==> src/vrr_pkg.sv <==
`default_nettype none

package vrr_pkg;

  // number formats
  localparam int CompW      = 20;
  localparam int FracW      = 16;
  localparam int EtaW       = 18;
  localparam int WideW      = 48;
  localparam int ProdW      = 2 * CompW + 1;
  localparam int RootW      = 18;
  localparam int SqrtInW    = 2 * RootW;
  localparam int SqrtStages = RootW;
  localparam int LatCycles  = 8 + SqrtStages + 2;

  typedef logic signed [CompW-1:0] comp_t;
  typedef logic signed [WideW-1:0] wide_t;
  typedef logic signed [ProdW-1:0] prod_t;
  typedef logic [2:0][CompW-1:0]   vec_t;

  localparam wide_t FxOne = {{(WideW-FracW-1){1'b0}}, 1'b1, {FracW{1'b0}}};
  localparam wide_t FxMax = {{(WideW-CompW+1){1'b0}}, {(CompW-1){1'b1}}};
  localparam wide_t FxMin = ~FxMax;

  typedef enum logic {
    ActReflect = 1'b0,
    ActRefract = 1'b1
  } action_e;

  typedef struct packed {
    action_e         action;
    comp_t           dir_x;
    comp_t           dir_y;
    comp_t           dir_z;
    comp_t           normal_x;
    comp_t           normal_y;
    comp_t           normal_z;
    logic [EtaW-1:0] eta_ratio;
  } req_t;

  typedef struct packed {
    comp_t out_x;
    comp_t out_y;
    comp_t out_z;
    logic  saturated;
  } rsp_t;

  typedef struct packed {
    logic  sat;
    comp_t val;
  } clamp_t;

  // sideband that rides along the square root
  typedef struct packed {
    action_e act;
    vec_t    perp;
    vec_t    nrm;
    vec_t    refl;
    logic    sat;
  } side_t;

  // saturate a wide value to the component range
  function automatic clamp_t sat_comp(input wide_t v);
    clamp_t c;
    if (v > FxMax) begin
      c.sat = 1'b1;
      c.val = FxMax[CompW-1:0];
    end else if (v < FxMin) begin
      c.sat = 1'b1;
      c.val = FxMin[CompW-1:0];
    end else begin
      c.sat = 1'b0;
      c.val = v[CompW-1:0];
    end
    return c;
  endfunction

  // drop fraction bits, ties toward plus infinity
  function automatic wide_t fx_round(input wide_t v);
    wide_t half;
    half = wide_t'(1) <<< (FracW - 1);
    return (v + half) >>> FracW;
  endfunction

endpackage

`default_nettype wire

==> src/vrr_isqrt.sv <==
`default_nettype none

module vrr_isqrt (
  input  logic                        clk_i,
  input  logic                        rst_ni,
  input  logic                        valid_i,
  input  logic [vrr_pkg::SqrtInW-1:0] radicand_i,
  output logic                        valid_o,
  output logic [vrr_pkg::RootW-1:0]   root_o
);
  import vrr_pkg::*;

  logic [SqrtInW-1:0]    rem_q  [SqrtStages];
  logic [RootW-1:0]      root_q [SqrtStages];
  logic [SqrtStages-1:0] vld_q;

  // one result bit per stage, most significant first
  for (genvar g = 0; g < SqrtStages; g++) begin : g_stage
    localparam int Bit = SqrtStages - 1 - g;
    logic [SqrtInW-1:0] rem_in, trial, rem_d;
    logic [RootW-1:0]   root_in, root_d;
    logic               vld_in;

    if (g == 0) begin : g_first
      assign rem_in  = radicand_i;
      assign root_in = '0;
      assign vld_in  = valid_i;
    end else begin : g_rest
      assign rem_in  = rem_q[g-1];
      assign root_in = root_q[g-1];
      assign vld_in  = vld_q[g-1];
    end

    // remainder test against (root + bit)^2 - root^2
    always_comb begin
      trial  = (SqrtInW'(root_in) << (Bit + 1)) | (SqrtInW'(1) << (2 * Bit));
      rem_d  = rem_in;
      root_d = root_in;
      if (rem_in >= trial) begin
        rem_d  = rem_in - trial;
        root_d = root_in | (RootW'(1) << Bit);
      end
    end

    always_ff @(posedge clk_i or negedge rst_ni) begin
      if (!rst_ni) begin
        vld_q[g] <= 1'b0;
      end else begin
        vld_q[g] <= vld_in;
      end
    end

    always_ff @(posedge clk_i) begin
      rem_q[g]  <= rem_d;
      root_q[g] <= root_d;
    end
  end

  assign valid_o = vld_q[SqrtStages-1];
  assign root_o  = root_q[SqrtStages-1];

endmodule

`default_nettype wire

==> config.mk <==
export PLATFORM = sky130hd
export DESIGN_NAME = vrr_isqrt
export DESIGN_NICKNAME = d
export VERILOG_FILES = /design/src/vrr_pkg.sv /design/src/vrr_isqrt.sv
export SDC_FILE = /design/constraint.sdc
export NUM_CORES = 1
export LEC_CHECK = 0
export BUFFER_PORTS_ARGS = -buffer_cell sky130_fd_sc_hd__buf_2
export CORE_MARGIN = 2
export CORE_UTILIZATION = 30
export DETAILED_ROUTE_END_ITERATION = 6
export GPL_TIMING_DRIVEN = 0
export PLACE_DENSITY_LB_ADDON = 0.08
export SYNTH_ARGS = -nofsm -noshare
export SYNTH_HDL_FRONTEND = slang
export SYNTH_SLANG_ARGS = --single-unit
==> constraint.sdc <==
create_clock -name clk_i -period 4.6 [get_ports clk_i]
set_input_delay 1.38 -clock clk_i [delete_from_list [all_inputs] [get_ports clk_i]]
set_output_delay 1.38 -clock clk_i [all_outputs]
set_load 0.05 [all_outputs]
======== Yosys cells after proc, flatten, opt, wreduce, memory -nomap -nowiden ========
Memory sizes are Yosys's and may differ from the RTL's.
Cells that the tools add are included.
word-level totals
  logic and storage cells ................. 92
  memories kept ........................... 2
  register bits ........................... 18
  input bits .............................. 39
  memory bits (writable) .................. 972
  output and inout bits ................... 19
operators by class
  multiplexer cells ....................... 36
  magnitude comparators ................... 18
  add/subtract/negate cells ............... 18
memory list
  memory  depth  bits a word  read ports  clocked after Yosys merged registers in  write ports  line             text
  rem_q   18     36           17          0                                        18           vrr_isqrt.sv:13  logic [SqrtInW-1:0] rem_q [SqrtStages];
  root_q  18     18           18          0                                        18           vrr_isqrt.sv:14  logic [RootW-1:0] root_q [SqrtStages];
operator list
  kind                                                                  count
  two-way mux 36 bit                                                    18
  greater-or-equal comparator 36 x 19 -> 1 bit                          1
  greater-or-equal comparator 36 x 20 -> 1 bit                          1
  greater-or-equal comparator 36 x 21 -> 1 bit                          1
  greater-or-equal comparator 36 x 22 -> 1 bit                          1
  greater-or-equal comparator 36 x 23 -> 1 bit                          1
  greater-or-equal comparator 36 x 24 -> 1 bit                          1
  greater-or-equal comparator 36 x 25 -> 1 bit                          1
  greater-or-equal comparator 36 x 26 -> 1 bit                          1
  greater-or-equal comparator 36 x 27 -> 1 bit                          1
  greater-or-equal comparator 36 x 28 -> 1 bit                          1
  greater-or-equal comparator 36 x 29 -> 1 bit                          1
  greater-or-equal comparator 36 x 30 -> 1 bit                          1
  greater-or-equal comparator 36 x 31 -> 1 bit                          1
  greater-or-equal comparator 36 x 32 -> 1 bit                          1
  greater-or-equal comparator 36 x 33 -> 1 bit                          1
  greater-or-equal comparator 36 x 34 -> 1 bit                          1
  greater-or-equal comparator 36 x 35 -> 1 bit                          1
  greater-or-equal comparator 36 x 35 -> 1 bit (second input constant)  1
  subtractor 36 x 19 -> 36 bit                                          1
  subtractor 36 x 20 -> 36 bit                                          1
  subtractor 36 x 21 -> 36 bit                                          1
  subtractor 36 x 22 -> 36 bit                                          1
  subtractor 36 x 23 -> 36 bit                                          1
  other kinds (31)                                                      31

======== Depth between registers and ports, before layout ========
An unclocked memory read counts as a cell.
  word-level depth ........................ 3
  mapped depth ............................ 12
  depth with buffers taken out ............ 11

======== Worst setup path before layout ========
OpenSTA, ideal clock, no wires.
  path type ............................... register -> register
  start point ............................. mem root_q[11][13]
  end point ............................... mem rem_q[12][30] in the netlist's numbering
  data arrival time ....................... 2891 ps
  cell stages (with the launch flop) ...... 12
  setup time .............................. 72 ps
  path buffers ............................ 1
  clock period less this slack ............ 2962 ps
  path slack .............................. 1638 ps
  required time ........................... 4528 ps
  path through ............................ dfxtp_1 inv_1 ha_1 or4b_1 or4b_1 o32ai_1 or3_1 a21oi_2 or4_4 buf_6 nor4_4 xor2_1
RTL lines
  what             line
  start, declared  vrr_isqrt.sv:14
  end, declared    vrr_isqrt.sv:13

==> results.ini <==
[power]
p_leak_nw=15.2
pwr-share-seq_pct=42.8
irDropWorstVdd_uv=309
pwr-share-clk_pct=30.9
switchingPower_mw=7.47
power.internal_mw=15.6
swShare_pct=32.4
combPwrFrac_pct=26.3
power_density_mw_per_mm2=676
power_mw=23.1

[global_route]
grt.total_usage_pct=13.9
grt_pass1_vias=20536
antenna_found_initial=0
grt_max_degree=19
grt-ovfl-total=0
grt_first_pass_wirelength_um=110000

[clocking]
post_cts_buffers=0
cts_sinks=801
cts_buffer_depth=3
tritoncts=yes
clockRootBuffer=clkbuf_16
insertion_delay_ns=0.66
cts_buffers=87
cts_max_level=3
clk_pin_slew_ns=0.06
post_cts_resize_count=0
cts_hold_buffers=0

[route]
drt_iter0_drc=802
final_antenna_net_count=0
wire_per_inst_um=16.0
drc=0
dr.pass1.iters=5
vias=19580
vias_per_cell=4.55
drt_wl_total_um=68900

[worst_setup_path]
crit_required_ns=5.12
startpoint_type=register
r2r_setup_slack_ns=0.71
cp.arrival_ns=4.41
cp-end-kind=register
worstSetupPathType=register to register
crit_fanout=10

[sta]
setup_violations=0
finalCritPeriodShare_pct=84.7
fmax_mhz=257
fin_skew_ns=0.0467
setup_tns_ns=0
slew_violations=0
rsz0062_at_grt=false
hold_viol=0
period_needed_ns=3.89
worst_pin_slew_ns=1.10
max-slew-margin-rel_pct=26.0
timing.final.ws_setup_ns=0.706

[synthesis]
synth_top_family_by_area=simple AND/OR/NAND/NOR gates
synthFlopType=dfxtp_1
synthXorXnorAreaFrac_pct=7.62
async_flop_share_pct=2.25
yosys.area_share.simple_pct=13.7
syn_inst=2807
syn_area_per_cell_um2=10.4
netlist_area_mm2=0.0292
synth-seq-cells=801
synth_cell_types=80
yosysSeqAreaShare_pct=55.2
yosysWarnings=0
syn-num-nets=3031
synth-compound-area-share_pct=10.6
synth_adder_area_share_pct=7.93
synth_edf_count=0
synth_mux_area_share_pct=1.32

[final_layout]
drive_gt1_share_pct=8.62
antenna_cells=0
nNetsFinal=3178
syn_to_final_growth_pct=16.8

[run_status]
outcome=complete, no violations

[min_path]
min_path_type=register to register

[floorplan]
rows=114
dieWidth_um=316
dieHeight_um=316
dieArea_mm2=0.0998
core-area_mm2=0.0966
ios=58
start_util_pct=30.2

[placement]
place_congestion=0.865
dp_slack_ns=0.661
port_buffers=57
dp.final_hpwl_um=54500

[run]
drv_cap=0

## synth_stat cells (7+ instances only)
| cell type | number | share of area [%] |
|---|---|---|
| inv_1 | 224 | 2.9 |
| o21ai_0 | 116 | 2.0 |
| ha_1 | 185 | 7.9 |
| xnor2_1 | 132 | 4.0 |
| nor4b_1 | 18 | 0.54 |
| o21bai_1 | 10 | 0.26 |
| nor3_1 | 85 | 1.5 |
| nand4_1 | 32 | 0.69 |
| nand2b_1 | 37 | 0.79 |
| nand2_1 | 178 | 2.3 |
| o21ai_1 | 13 | 0.22 |
| or4_1 | 25 | 0.64 |
| a31oi_1 | 10 | 0.21 |
| a21o_1 | 45 | 1.2 |
| o31ai_1 | 20 | 0.51 |
| dfrtp_1 | 18 | 1.5 |
| nor2b_1 | 25 | 0.54 |
| mux2_2 | 26 | 1.0 |
| nand3_1 | 37 | 0.63 |
| o21a_1 | 48 | 1.2 |
| dfxtp_1 | 783 | 54 |
| nor2_1 | 166 | 2.1 |
| or2_2 | 12 | 0.26 |
| or3_1 | 23 | 0.49 |
| nor4_1 | 77 | 1.6 |
| xor2_1 | 122 | 3.7 |
| and2_1 | 8 | 0.17 |
| clkbuf_1 | 35 | 0.45 |
| o211ai_1 | 9 | 0.23 |
| a211oi_1 | 10 | 0.26 |
| o31a_1 | 8 | 0.24 |
| a21oi_1 | 150 | 2.6 |
| nand4b_1 | 7 | 0.21 |
## per-layer routing
| layer | wire [um] | track usage [%] | vias up | part of all wire [%] |
|---|---|---|---|---|
| li1 | - | - | 9975 | - |
| met1 | 28200 | 15.0 | 9187 | 41 |
| met2 | 36200 | 26.5 | 271 | 53 |
| met3 | 2390 | 2.57 | 147 | 3.5 |
| met4 | 2080 | 5.48 | 0 | 3.0 |
| met5 | 0 | 0 | - | 0 |
## stage by stage
stage / util, % / hold slack (ns) / instance area (um2) / instances
2_1_floorplan: - / 0.322 / 29200 / 2807
3_3_place_gp: 32.2 / 0.333 / 31100 / 4140
3_5_place_dp: 32.2 / 0.332 / 31100 / 4140
4_1_cts: 35.3 / 0.333 / 34100 / 4302
5_1_grt: 35.3 / 0.340 / 34100 / 4303
6_report: 35.3 / 0.332 / 34100 / 4303
## path summary, 6_finish.rpt
check / startpoint / to / depth (start not counted)
worst max-delay path: root_q[15][3]$_DFF_P_ / rem_q[16][19]$_DFF_P_ / 10
worst min register to register: root_q[10][17]$_DFF_P_ / root_q[11][17]$_DFF_P_ / 0
min in group asynchronous: rst_ni / g_stage[17].vld_in$_DFF_PN0_ / 1
worst max register to register: root_q[15][3]$_DFF_P_ / rem_q[16][19]$_DFF_P_ / 10
worst min-delay path: root_q[10][17]$_DFF_P_ / root_q[11][17]$_DFF_P_ / 0
max in group asynchronous: rst_ni / g_stage[8].vld_in$_DFF_PN0_ / 1
## worst max-delay path, stage by stage, from the launching register on
cell,delay [ns]
dfxtp_1,0.34
inv_1,0.05
ha_1,0.34
or4bb_1,0.48
or3_1,0.50
o211ai_1,0.29
nor2_1,0.07
nand2_1,0.37
clkbuf_1,0.64
buf_1,0.52
a21oi_1,0.13
## flip-flops by register name (all words and copies together) (netlist names)
register / count
valid_o: 1
rem_q: 612
g_stage.vld_in: 17
root_q: 171
## power groups by stage
stage	Sequential (mW)	Clock (mW)	Combinational [mW]
5_1_grt	10.1	7.71	6.82
6_report	9.87	7.14	6.06
3_5_place_dp	10.1	0	6.08
3_3_place_gp	10.0	0	6.03
2_1_floorplan	9.59	0	4.74
4_1_cts	9.91	7.42	6.12
## layout make-up
type,instances,area (um2)
inverters,226,848
plain buffers,43,186
flip-flops and latches,801,16100
repair buffers,58,290
fillers,9579,62500
clock inverters,35,497
clock buffers,127,2520
well taps,1276,1600
multi-input cells,1737,12100
## logic make-up (layout without fill, tap and decap cells)
kind of cell,after synthesis,in the layout
XOR/XNOR,254,254
AND/OR/NAND/NOR,769,769
flip-flops,801,801
buffers and inverters,269,489
multiplexers,35,35
AO/OA/AOI/OAI,494,494
adder cells (fa/ha/maj),185,185
## placed cells by master (no fill, tap or decap), drive strengths merged, types with 26 or more instances in the layout
cell type / synthesis / final
ha: 185 / 185
o21a: 48 / 48
buf: 8 / 65
inv: 225 / 227
nor4: 80 / 80
or4: 26 / 26
mux2: 29 / 29
a21o: 45 / 45
nand4: 32 / 32
nand2b: 38 / 38
o21ai: 129 / 129
nand3: 37 / 37
xor2: 122 / 122
nor2: 166 / 166
nand2: 178 / 178
clkbuf: 35 / 163
xnor2: 132 / 132
dfxtp: 783 / 783
nor3: 86 / 86
a21oi: 151 / 151
Note: power is estimated with default switching activity, not from simulation.
